--- src/sv/parameter_list_key_extractor_macros.svh ---
// ---------------------------------------------------------------------------
// Parameter list key extractor - assertion macros
// Clocked assertion wrappers shared by the RTL.
// ---------------------------------------------------------------------------
`ifndef PARAMETER_LIST_KEY_EXTRACTOR_MACROS_SVH
`define PARAMETER_LIST_KEY_EXTRACTOR_MACROS_SVH

// Checked only outside reset.
`define PLKE_ASSERT(label, prop, msg) \
    label: assert property (@(posedge i_clk) disable iff (!i_rst_n) prop) else $error(msg);

// Checked on every edge, reset included.
`define PLKE_ASSERT_ALWAYS(label, prop, msg) \
    label: assert property (@(posedge i_clk) prop) else $error(msg);

`endif

--- src/sv/plke_pkg.sv ---
// ---------------------------------------------------------------------------
// Parameter list key extractor - package
// Constants, codes and helpers for the key extractor.
// ---------------------------------------------------------------------------
package plke_pkg;

    localparam int KEY_BYTES = 16;

    localparam int ID_W   = 16;
    localparam int BYTE_W = 8;
    localparam int IDX_W  = 4;
    localparam int ST_W   = 2;
    localparam int CNT_W  = 2;
    localparam int CFG_W  = 2;

    localparam logic [IDX_W-1:0] KEY_LAST = IDX_W'(KEY_BYTES - 1);
    localparam logic [CNT_W-1:0] HDR_LAST = 2'd3;
    localparam logic [CNT_W-1:0] ID_BYTES = 2'd2;

    localparam logic [ID_W-1:0] SENTINEL_RST = 16'd1;
    localparam logic [ID_W-1:0] KEY_HASH_RST = 16'd112;
    localparam logic [ID_W-1:0] GUID_RST     = 16'd90;

    typedef enum logic [CFG_W-1:0] {
        CFG_SENTINEL = 2'd0,
        CFG_KEY_HASH = 2'd1,
        CFG_GUID     = 2'd2
    } t_cfg_idx;

    typedef enum logic [ST_W-1:0] {
        ST_BYTE     = 2'd0,
        ST_COMPLETE = 2'd1,
        ST_NOTFOUND = 2'd2,
        ST_TRUNC    = 2'd3
    } t_status;

    typedef enum logic [4:0] {
        PH_IDLE   = 5'b00001,
        PH_HEADER = 5'b00010,
        PH_SKIP   = 5'b00100,
        PH_KEY    = 5'b01000,
        PH_DONE   = 5'b10000
    } t_phase;

    // Shift a byte into a 16-bit header field in payload byte order.
    function automatic logic [ID_W-1:0] take_byte(input logic [ID_W-1:0]   acc,
                                                 input logic [BYTE_W-1:0] b,
                                                 input logic              big);
        return big ? {acc[ID_W-BYTE_W-1:0], b} : {b, acc[ID_W-1:BYTE_W]};
    endfunction

endpackage

--- src/sv/parameter_list_key_extractor.sv ---
// ---------------------------------------------------------------------------
// Parameter list key extractor
// Walks the parameter list of a serialized payload and emits its key.
// ---------------------------------------------------------------------------
// One payload byte per beat enters on the slave side; tuser[0] marks the
// first byte of a payload and tuser[1] its byte order, tlast its final byte.
// The block takes a byte every cycle, sustained, and any result appears on
// the master side in the cycle after the byte that causes it, held in a single
// output register; the rate is set by the registered parser state update,
// and input backpressure follows only from a full output register that is
// not being drained. Each result is a key byte (status 0), the final key
// byte (status 1), no key found (status 2) or key truncated (status 3);
// the last result of a payload carries tlast. Configuration writes to the
// sentinel, key hash and guid ids must be made only while idle; the block itself does not enforce this.
module parameter_list_key_extractor (
    input  logic                         i_clk,
    input  logic                         i_rst_n,
    input  logic                         i_cfg_we,
    input  logic [plke_pkg::CFG_W-1:0]   i_cfg_idx,
    input  logic [plke_pkg::ID_W-1:0]    i_cfg_data,
    input  logic                         s_axis_tvalid,
    output logic                         s_axis_tready,
    input  logic [7:0]                   s_axis_tdata,  // [7:0] data_byte
    input  logic [1:0]                   s_axis_tuser,  // [0] first_byte, [1] big_endian
    input  logic                         s_axis_tlast,  // last_byte
    output logic                         m_axis_tvalid,
    input  logic                         m_axis_tready,
    output logic [15:0]                  m_axis_tdata,  // [7:0] key_byte, [11:8] byte_index
    output logic [1:0]                   m_axis_tuser,  // [1:0] status
    output logic                         m_axis_tlast   // last
);
    import plke_pkg::*;

    `include "parameter_list_key_extractor_macros.svh"

    logic [ID_W-1:0]   r_sentinel_id;
    logic [ID_W-1:0]   r_key_hash_id;
    logic [ID_W-1:0]   r_guid_id;

    t_phase            r_phase,        n_phase;
    logic [CNT_W-1:0]  r_hdr_cnt,      n_hdr_cnt;
    logic [ID_W-1:0]   r_entry_id,     n_entry_id;
    logic [ID_W-1:0]   r_entry_len,    n_entry_len;
    logic [ID_W-1:0]   r_skip_rem,     n_skip_rem;
    logic [IDX_W-1:0]  r_key_pos,      n_key_pos;
    logic              r_order_big,    n_order_big;

    logic              r_out_valid;
    logic [BYTE_W-1:0] r_out_byte;
    logic [IDX_W-1:0]  r_out_idx;
    t_status           r_out_status;
    logic              r_out_last;

    logic              accept;
    logic              push;
    logic              res_valid;
    logic [BYTE_W-1:0] res_byte;
    logic [IDX_W-1:0]  res_idx;
    t_status           res_status;
    logic              res_last;

    t_phase            ph_cur;
    logic [CNT_W-1:0]  cnt_cur;
    logic [ID_W-1:0]   id_cur;
    logic [ID_W-1:0]   len_cur;
    logic [ID_W-1:0]   len_new;
    logic [ID_W-1:0]   skip_cur;
    logic [ID_W-1:0]   skip_dec;
    logic [IDX_W-1:0]  kpos_cur;
    logic              big_cur;
    logic [BYTE_W-1:0] b;
    logic              first;
    logic              lastb;

    assign s_axis_tready = !r_out_valid || m_axis_tready;
    assign accept        = s_axis_tvalid && s_axis_tready;
    assign push          = accept && res_valid;

    assign b     = s_axis_tdata[BYTE_W-1:0];
    assign first = s_axis_tuser[0];
    assign lastb = s_axis_tlast;

    // A first byte restarts parsing in the same beat.
    assign ph_cur   = first ? PH_HEADER : r_phase;
    assign cnt_cur  = first ? '0 : r_hdr_cnt;
    assign id_cur   = first ? '0 : r_entry_id;
    assign len_cur  = first ? '0 : r_entry_len;
    assign skip_cur = first ? '0 : r_skip_rem;
    assign kpos_cur = first ? '0 : r_key_pos;
    assign big_cur  = first ? s_axis_tuser[1] : r_order_big;

    assign len_new  = take_byte(len_cur, b, big_cur);
    assign skip_dec = skip_cur - ID_W'(1);

    always_comb begin
        n_phase     = ph_cur;
        n_hdr_cnt   = cnt_cur;
        n_entry_id  = id_cur;
        n_entry_len = len_cur;
        n_skip_rem  = skip_cur;
        n_key_pos   = kpos_cur;
        n_order_big = big_cur;
        res_valid   = 1'b0;
        res_byte    = '0;
        res_idx     = '0;
        res_status  = ST_BYTE;
        res_last    = 1'b0;
        unique case (ph_cur)
            PH_HEADER: begin
                if (cnt_cur < ID_BYTES) begin
                    n_entry_id = take_byte(id_cur, b, big_cur);
                end else begin
                    n_entry_len = len_new;
                end
                if (cnt_cur != HDR_LAST) begin
                    n_hdr_cnt = cnt_cur + CNT_W'(1);
                    if (lastb) begin
                        n_phase    = PH_DONE;
                        res_valid  = 1'b1;
                        res_status = ST_NOTFOUND;
                        res_last   = 1'b1;
                    end
                end else begin
                    n_hdr_cnt = '0;
                    if (id_cur == r_sentinel_id) begin
                        n_phase    = PH_DONE;
                        res_valid  = 1'b1;
                        res_status = ST_NOTFOUND;
                        res_last   = 1'b1;
                    end else if (id_cur == r_key_hash_id || id_cur == r_guid_id) begin
                        n_key_pos = '0;
                        if (lastb) begin
                            n_phase    = PH_DONE;
                            res_valid  = 1'b1;
                            res_status = ST_TRUNC;
                            res_last   = 1'b1;
                        end else begin
                            n_phase = PH_KEY;
                        end
                    end else begin
                        n_skip_rem = len_new;
                        n_phase    = (len_new == '0) ? PH_HEADER : PH_SKIP;
                        if (lastb) begin
                            n_phase    = PH_DONE;
                            res_valid  = 1'b1;
                            res_status = ST_NOTFOUND;
                            res_last   = 1'b1;
                        end
                    end
                end
            end
            PH_SKIP: begin
                n_skip_rem = skip_dec;
                if (lastb) begin
                    n_phase    = PH_DONE;
                    res_valid  = 1'b1;
                    res_status = ST_NOTFOUND;
                    res_last   = 1'b1;
                end else if (skip_dec == '0) begin
                    n_phase   = PH_HEADER;
                    n_hdr_cnt = '0;
                end
            end
            PH_KEY: begin
                if (kpos_cur >= KEY_LAST) begin
                    n_phase    = PH_DONE;
                    n_key_pos  = '0;
                    res_valid  = 1'b1;
                    res_byte   = b;
                    res_idx    = kpos_cur;
                    res_status = ST_COMPLETE;
                    res_last   = 1'b1;
                end else if (lastb) begin
                    n_phase    = PH_DONE;
                    res_valid  = 1'b1;
                    res_status = ST_TRUNC;
                    res_last   = 1'b1;
                end else begin
                    n_key_pos  = kpos_cur + IDX_W'(1);
                    res_valid  = 1'b1;
                    res_byte   = b;
                    res_idx    = kpos_cur;
                    res_status = ST_BYTE;
                end
            end
            PH_IDLE, PH_DONE: begin
            end
            default: begin
            end
        endcase
    end

    always_ff @(posedge i_clk) begin
        if (!i_rst_n) begin
            r_sentinel_id <= SENTINEL_RST;
            r_key_hash_id <= KEY_HASH_RST;
            r_guid_id     <= GUID_RST;
        end else if (i_cfg_we) begin
            unique case (i_cfg_idx)
                CFG_SENTINEL: r_sentinel_id <= i_cfg_data;
                CFG_KEY_HASH: r_key_hash_id <= i_cfg_data;
                CFG_GUID:     r_guid_id     <= i_cfg_data;
                default: begin
                end
            endcase
        end
    end

    always_ff @(posedge i_clk) begin
        if (!i_rst_n) begin
            r_phase     <= PH_IDLE;
            r_hdr_cnt   <= '0;
            r_entry_id  <= '0;
            r_entry_len <= '0;
            r_skip_rem  <= '0;
            r_key_pos   <= '0;
            r_order_big <= 1'b0;
        end else if (accept) begin
            r_phase     <= n_phase;
            r_hdr_cnt   <= n_hdr_cnt;
            r_entry_id  <= n_entry_id;
            r_entry_len <= n_entry_len;
            r_skip_rem  <= n_skip_rem;
            r_key_pos   <= n_key_pos;
            r_order_big <= n_order_big;
        end
    end

    always_ff @(posedge i_clk) begin
        if (!i_rst_n) begin
            r_out_valid <= 1'b0;
        end else if (push) begin
            r_out_valid <= 1'b1;
        end else if (m_axis_tready) begin
            r_out_valid <= 1'b0;
        end
    end

    always_ff @(posedge i_clk) begin
        if (push) begin
            r_out_byte   <= res_byte;
            r_out_idx    <= res_idx;
            r_out_status <= res_status;
            r_out_last   <= res_last;
        end
    end

    assign m_axis_tvalid = r_out_valid;
    assign m_axis_tdata  = {{(16 - BYTE_W - IDX_W){1'b0}}, r_out_idx, r_out_byte};
    assign m_axis_tuser  = r_out_status;
    assign m_axis_tlast  = r_out_last;

    `PLKE_ASSERT(a_status_last, r_out_valid && r_out_status != ST_BYTE |-> r_out_last, "non-byte status without last")
    `PLKE_ASSERT(a_complete_idx, r_out_valid && r_out_status == ST_COMPLETE |-> r_out_idx == KEY_LAST, "key complete on wrong index")
    `PLKE_ASSERT(a_last_done, push && res_last |=> r_phase == PH_DONE, "final result without decision")
    `PLKE_ASSERT(a_no_overrun, push && r_out_valid |-> m_axis_tready, "result register overwritten")

endmodule
--- config.mk ---
export PLATFORM = sky130hd
export DESIGN_NAME = parameter_list_key_extractor
export DESIGN_NICKNAME = d
export VERILOG_FILES = /design/src/sv/plke_pkg.sv /design/src/sv/parameter_list_key_extractor.sv
export VERILOG_INCLUDE_DIRS = /design/src /design/src/sv
export SDC_FILE = /design/constraint.sdc
export NUM_CORES = 1
export LEC_CHECK = 0
export BUFFER_PORTS_ARGS = -buffer_cell sky130_fd_sc_hd__buf_4
export CAP_MARGIN = 20
export CORE_ASPECT_RATIO = 0.8
export CORE_UTILIZATION = 45
export DETAILED_ROUTE_END_ITERATION = 12
export PLACE_DENSITY = 0.73
export SETUP_SLACK_MARGIN = 0.1
export SLEW_MARGIN = 30
export SYNTH_ARGS = -nofsm -noshare
export SYNTH_HDL_FRONTEND = slang
export SYNTH_SLANG_ARGS = --single-unit
--- constraint.sdc ---
create_clock -name i_clk -period 5.6 [get_ports i_clk]
set_input_delay 0.84 -clock i_clk [delete_from_list [all_inputs] [get_ports i_clk]]
set_output_delay 0.84 -clock i_clk [all_outputs]
set_load 0.005 [all_outputs]
==> results of run 1 <==
logic make-up after synthesis:
logic type	after synthesis
and+or+nand+nor	389
AOI/OAI and AO/OA	290
DFF	124
buffers and inverters	105
muxes	38
xor gates and xnor gates	27
adders and majority gates	5
other	1
worst max path at each step:
| stage | start | to | depth (start not counted) |
|---|---|---|---|
| after floorplan | s_axis_tuser[0] | r_hdr_cnt[0] | 17 |
| after global placement | s_axis_tuser[0] | r_skip_rem[14] | 8 |
| after detailed placement | s_axis_tuser[0] | r_skip_rem[14] | 8 |
| after CTS | s_axis_tuser[0] | r_skip_rem[14] | 8 |
| after global routing | s_axis_tuser[0] | r_hdr_cnt[1] | 11 |
| final | s_axis_tuser[0] | r_hdr_cnt[0] | 10 |
layout make-up:
type                            instances  area share, %
Multi-Input combinational cell        753          55.12
Sequential cell                       124          30.15
Clock inverter                         12          1.173
Timing Repair Buffer                   55          4.722
Clock buffer                           20          5.351
Tap cell                              220          3.148
Inverter                                8         0.3434
worst register-to-register path: stages (launching register included):
cell,delay [ns]
dfxtp_1,0.55
or4bb_1,0.45
o32ai_1,0.18
o22a_1,0.21
nand4_1,0.51
and4_4,0.55
mux2_4,0.32
o21ba_1,0.16
Yosys cell counts (all sizes together), types with 9 or more instances:
| cell | instances | area (µm²) |
|---|---|---|
| nand2 | 144 | 540.5 |
| dfxtp | 109 | 2182 |
| a21oi | 59 | 295.3 |
| clkbuf | 57 | 214.0 |
| o21ai | 52 | 260.3 |
| buf | 40 | 214.0 |
| nor2 | 39 | 146.4 |
| nor3 | 37 | 185.2 |
| mux2i | 36 | 360.4 |
| nor2b | 36 | 225.2 |
| nand3 | 32 | 160.2 |
| xor2 | 25 | 219.0 |
| o211ai | 22 | 165.2 |
| o32ai | 20 | 190.2 |
| a22oi | 17 | 127.6 |
| nand4bb | 16 | 180.2 |
| edfxtp | 15 | 450.4 |
| o221ai | 15 | 131.4 |
| a31oi | 13 | 87.58 |
| and2 | 13 | 81.33 |
| nand3b | 13 | 97.59 |
| nand2b | 12 | 75.07 |
| o22ai | 12 | 75.07 |
| a41oi | 11 | 96.34 |
| nor4 | 11 | 68.82 |
| a211oi | 10 | 75.07 |
| o21ba | 10 | 100.1 |
| a21boi | 9 | 67.56 |
sequential cells by signal (all words and copies together) (netlist names):
name and flops:
r_order_big 1, r_key_pos 4, r_entry_id 16, r_hdr_cnt 2
r_phase 5, r_key_hash_id 16, r_out_byte 8, r_sentinel_id 16
r_skip_rem 16, r_out_idx 4, m_axis_tuser 2, r_entry_len 16
r_guid_id 16, m_axis_tvalid 1, m_axis_tlast 1
metrics by stage:
stage                     setup slack (ns)  instances
after floorplan                      1.626        982
after global placement               1.823       1160
after detailed placement             1.775       1160
after CTS                            2.220       1192
after global routing                 1.825       1192
final                                2.097       1192
where the power goes:
| part | internal, mW | switching [mW] |
|---|---|---|
| sequential | 0.933 | 0.0667 |
| clock | 0.614 | 0.445 |
| combinational | 0.144 | 0.208 |
metal layers:
layer | GRT usage (%) | wire length [µm] | vias up
met2 | 36.02 | 9620 | 405
li1 | - | - | 3582
met3 | 6.528 | 2443 | 27
met1 | 39.46 | 10700 | 3594
met4 | 7.449 | 279 | 0
met5 | 0 | 0 | -
==> metrics, run 1 <==
status complete, no violations; slew margin rel. 40.52%; CTS tree built; # resized after CTS 0; area of the multi-input gates 4820 µm²; die height 120.4 µm; CP bufs+invs 2; CTS sink count 124; setup violators final 0; Leak 3.103 nW; Mapped Cells 979; clk_skew 0.006310 ns; worst-path fanout max 75; Arr. time, crit path 3.81 ns; nets@finish 998; Tot GR Track Use 26.15%; RSZ-0062 raised after global routing false; P per Cell Area 275.8 nW/µm²; max-cap violation count 0; Worst path slowest cell buf_4; CTS Buffer Depth 2; Tot Pwr 2.412 mW; clk_lat worst skew 0.43 ns; # diodes 0; post-CTS setup buffer count 0; initial antenna violation count 0; layout cells sized above 1 11.11%; Synth Area in Simple Gates 26.29%; synthesis-to-layout area growth 10.88%; Initial DRC Count 831; EDFF count, synth 15; main combinational cell family by area after synthesis simple AND/OR/NAND/NOR gates; critical setup path kind input pin to flip-flop; Area after DPL 8170 µm²; max incr delay on CP 0.57 ns; Worst R2R Path Depth 7; Routed WL per cell 19.33 µm; post-synth cell types 71; fin crit share 62.55%; Finished Cell Area 8745 µm²; via count 7608; Port Buffer Count 50; final WL 23.04 mm; first-pass GRT wire length 36.57 mm; antenna viol nets, final 0; Hold WS 0.4606 ns; commonest non-fill, non-tap cell in the layout nand2_1; mux cell area share after synthesis 4.950%; vias in the first global route 6644; Critical Path End Type flip-flop; Top FF cell, synth dfxtp_1; setup tns final 0 ns; WP data required 5.91 ns; Crit path max-delay family compound AO/OA/AOI/OAI gates; Root Driver clkbuf_16; fmax 0.2855 GHz; residual DRC count 0; GRT overflow 0; Hold-fix buffers, CTS 0; Die Wd 150.0 µm; min Tclk post-route 3.503 ns; Yosys reg bits 124; post-DP HPWL 15.65 mm; worst flop-to-flop path endpoint r_skip_rem[14]; hold violation count in the final report 0; Core Rows 42; core area 16820 µm²; Core Util, Final 52.00%; Post-synth ARST share 0%; average cell area after synthesis 8.055 µm²; Ys Warns 0; full die area 18060 µm²; Mapped Area 7886 µm²; xor/xnor cell area share of the yosys netlist 2.999%; pin count of the biggest net entering global routing 76; Inserted Clock Buffers 17; hold depth 2; CP Cell Sequence buf_4 > nor2b_1 > inv_1 > ha_1 > o21ai_0 > nor4_1 > o311a_1 > o2111ai_1 > o311ai_0 > a21oi_1; Synth Area in Compound Gates 25.73%; # IOs 55; Worst setup SP type input pin; Reg area 2636 µm²; post-synthesis sequential area ratio 33.38%; Vias/cell 6.383; Clock transition at path regs 0.06 ns; Hold Path Class flip-flop to flip-flop; R2R setup slack 2.57 ns; Worst Tran Pin Value 0.8840 ns; H-tree Lvls 4; RR Startpoint r_entry_id[14]; Routability Congestion 0.9567; worst hold endpoint r_phase[0]; final-layout fill cell count 1571; fin. max-slew vios 0; Synth Area in Adders 0.7933%; drt first pass iters 8; Max VDD drop 0.2085 mV; hold wc startpoint r_phase[0]; commonest cells after routing, fill and taps aside nand2_1, dfxtp_1, a21oi_1; initial core utilization 46.90%
No activity file was read; power rests on OpenSTA's default activity.
==> inputs of run 2 (changes only) <==
--- a/config.mk
+++ b/config.mk
@@ -11,7 +11,7 @@
 export CORE_ASPECT_RATIO = 0.8
 export CORE_UTILIZATION = 45
 export DETAILED_ROUTE_END_ITERATION = 12
-export PLACE_DENSITY = 0.73
+export PLACE_DENSITY = 0.76
 export SETUP_SLACK_MARGIN = 0.1
 export SLEW_MARGIN = 30
 export SYNTH_ARGS = -nofsm -noshare
==> constraint.sdc (replaced) <==
create_clock -name i_clk -period 3 [get_ports i_clk]
set_input_delay 0.45 -clock i_clk [delete_from_list [all_inputs] [get_ports i_clk]]
set_output_delay 0.45 -clock i_clk [all_outputs]
set_load 0.005 [all_outputs]
==> run 2 against run 1 <==
Effect of this change:
- power rose by 86%
- critical endpoint is now r_hdr_cnt[1]
- highest routed layer unchanged
- largest cell class unchanged
- sequential power rose by 86%
- routed wire length is 2.5% higher
- critical path type is now flip-flop to flip-flop
==> metrics, run 2 (synthesis results as in run 1) <==
Setup crit start r_skip_rem[2]; hold wc startpoint i_cfg_data[4]; post-DP HPWL 16.62 mm; final WL 23.61 mm; Core Util, Final 53.72%; fmax 0.3625 GHz; drt first pass iters 6; slew margin rel. 43.39%; Hold-fix buffers, CTS 0; # diodes 0; # resized after CTS 0; WP data required 3.27 ns; Max VDD drop 0.3912 mV; vias in the first global route 6875; max-cap violation count 0; Worst setup SP type flip-flop; residual DRC count 0; Vias/cell 6.372; Crit path max-delay family simple AND/OR/NAND/NOR gates; clk_lat worst skew 0.42 ns; die height 120.4 µm; layout cells sized above 1 15.00%; Routability Congestion 0.9143; CTS tree built; full die area 18060 µm²; RSZ-0062 raised after global routing false; CP bufs+invs 0; Root Driver clkbuf_16; core area 16820 µm²; final worst slack 0.2414 ns; Inserted Clock Buffers 17; CTS Buffer Depth 2; Reg area 2634 µm²; min Tclk post-route 2.759 ns; metal3 WL 2.413 mm; Leak 3.269 nW; post-CTS setup buffer count 0; Tot Pwr 4.484 mW; Initial DRC Count 978; initial core utilization 46.90%; CP Cell Sequence or4_1 > nor3_1 > nand3_1 > a31oi_1 > o2111ai_2 > o311ai_1 > a31oi_1; crit-path most repeated cell a31oi_1; Hold Path Class input pin to flip-flop; clk_skew 0.01058 ns; Routed WL per cell 19.24 µm; nets@finish 1033; Die Wd 150.0 µm; antenna viol nets, final 0; post-place setup slack 0.04079 ns; P per Cell Area 496.4 nW/µm²; Worst Tran Pin Value 0.8492 ns; area of the multi-input gates 4853 µm²; first-pass GRT wire length 37.38 mm; pin count of the biggest net entering global routing 74; GRT overflow 0; final-layout fill cell count 1578; setup violators final 0; Critical Path End Type flip-flop; max incr delay on CP 0.65 ns; Tot GR Track Use 26.53%; commonest cells after routing, fill and taps aside nand2_1, dfxtp_1, buf_4; worst-path fanout max 8; status complete, no violations; setup tns final 0 ns; Core Rows 42; RR Startpoint r_skip_rem[2]; synthesis-to-layout area growth 14.55%; fin. max-slew vios 0; fin crit share 91.95%; Clock transition at path regs 0.07 ns; initial antenna violation count 0; # IOs 55; DR WL met2 10.04 mm; WL met1 10.95 mm; CTS sink count 124; Worst path slowest cell or4_1; critical setup path kind flip-flop to flip-flop; uppermost layer routed met4; hold violation count in the final report 0; Arr. time, crit path 3.03 ns; commonest non-fill, non-tap cell in the layout nand2_1; Port Buffer Count 50; H-tree Lvls 4; via count 7818
==> run 2: cell count changes in the layout (fill, tap and decap cells not counted), moves of 2 or more <==
cell | previous run | this run
inv_1 | 7 | 5
inv_2 | 1 | 3
buf_4 | 55 | 88
clkinv_2 | 0 | 3
nor2b_1 | 36 | 34
nor2b_4 | 0 | 2
buf_12 | 0 | 2
==> run 2: final timing paths <==
kind / end / slack (ns) / cells after the start
setup / recovery: r_hdr_cnt[1] / 0.24 / 7
setup reg to reg: r_hdr_cnt[1] / 0.24 / 7
hold / removal: r_key_hash_id[4] / 0.25 / 3
hold reg to reg: r_phase[0] / 0.48 / 2
==> run 2: final cells by class <==
type                       instances  area share [%]
multi-input combinational        753           53.73
sequential                       124           29.16
timing repair buffer              90           7.756
clock buffer                      17           4.709
tap                              220           3.047
clock inverter                    15           1.274
inverter                           8          0.3324
==> run 2: power breakdown <==
group | switching [mW] | total [mW] | internal (mW) | leakage, nW
logic | 0.408 | 0.711 | 0.303 | 1.97
registers | 0.117 | 1.86 | 1.74 | 1.04
clock network | 0.846 | 1.91 | 1.07 | 0.265
total | 1.37 | 4.48 | 3.11 | 3.27
==> run 2: layer usage <==
metal / vias up / GRT usage, %
met2: 407 / 37.82
met5: - / 0
met1: 3717 / 40.62
met3: 28 / 5.396
li1: 3666 / -
met4: 0 / 5.240
==> run 2: tightest hold or removal path, cell delays in order <==
cell and delay (ns):
buf_4 0.09, nand2_1 0.04, nand3_1 0.06
==> run 2: metrics by stage <==
step                hold WS [ns]  std cells  instance area [µm²]
finish                    0.2550       1227                 9034
global route              0.2576       1227                 9034
CTS                       0.2490       1227                 9021
detailed placement        0.4696       1195                 8481
global placement          0.4490       1195                 8481
floorplan                 0.4357        982                 7974
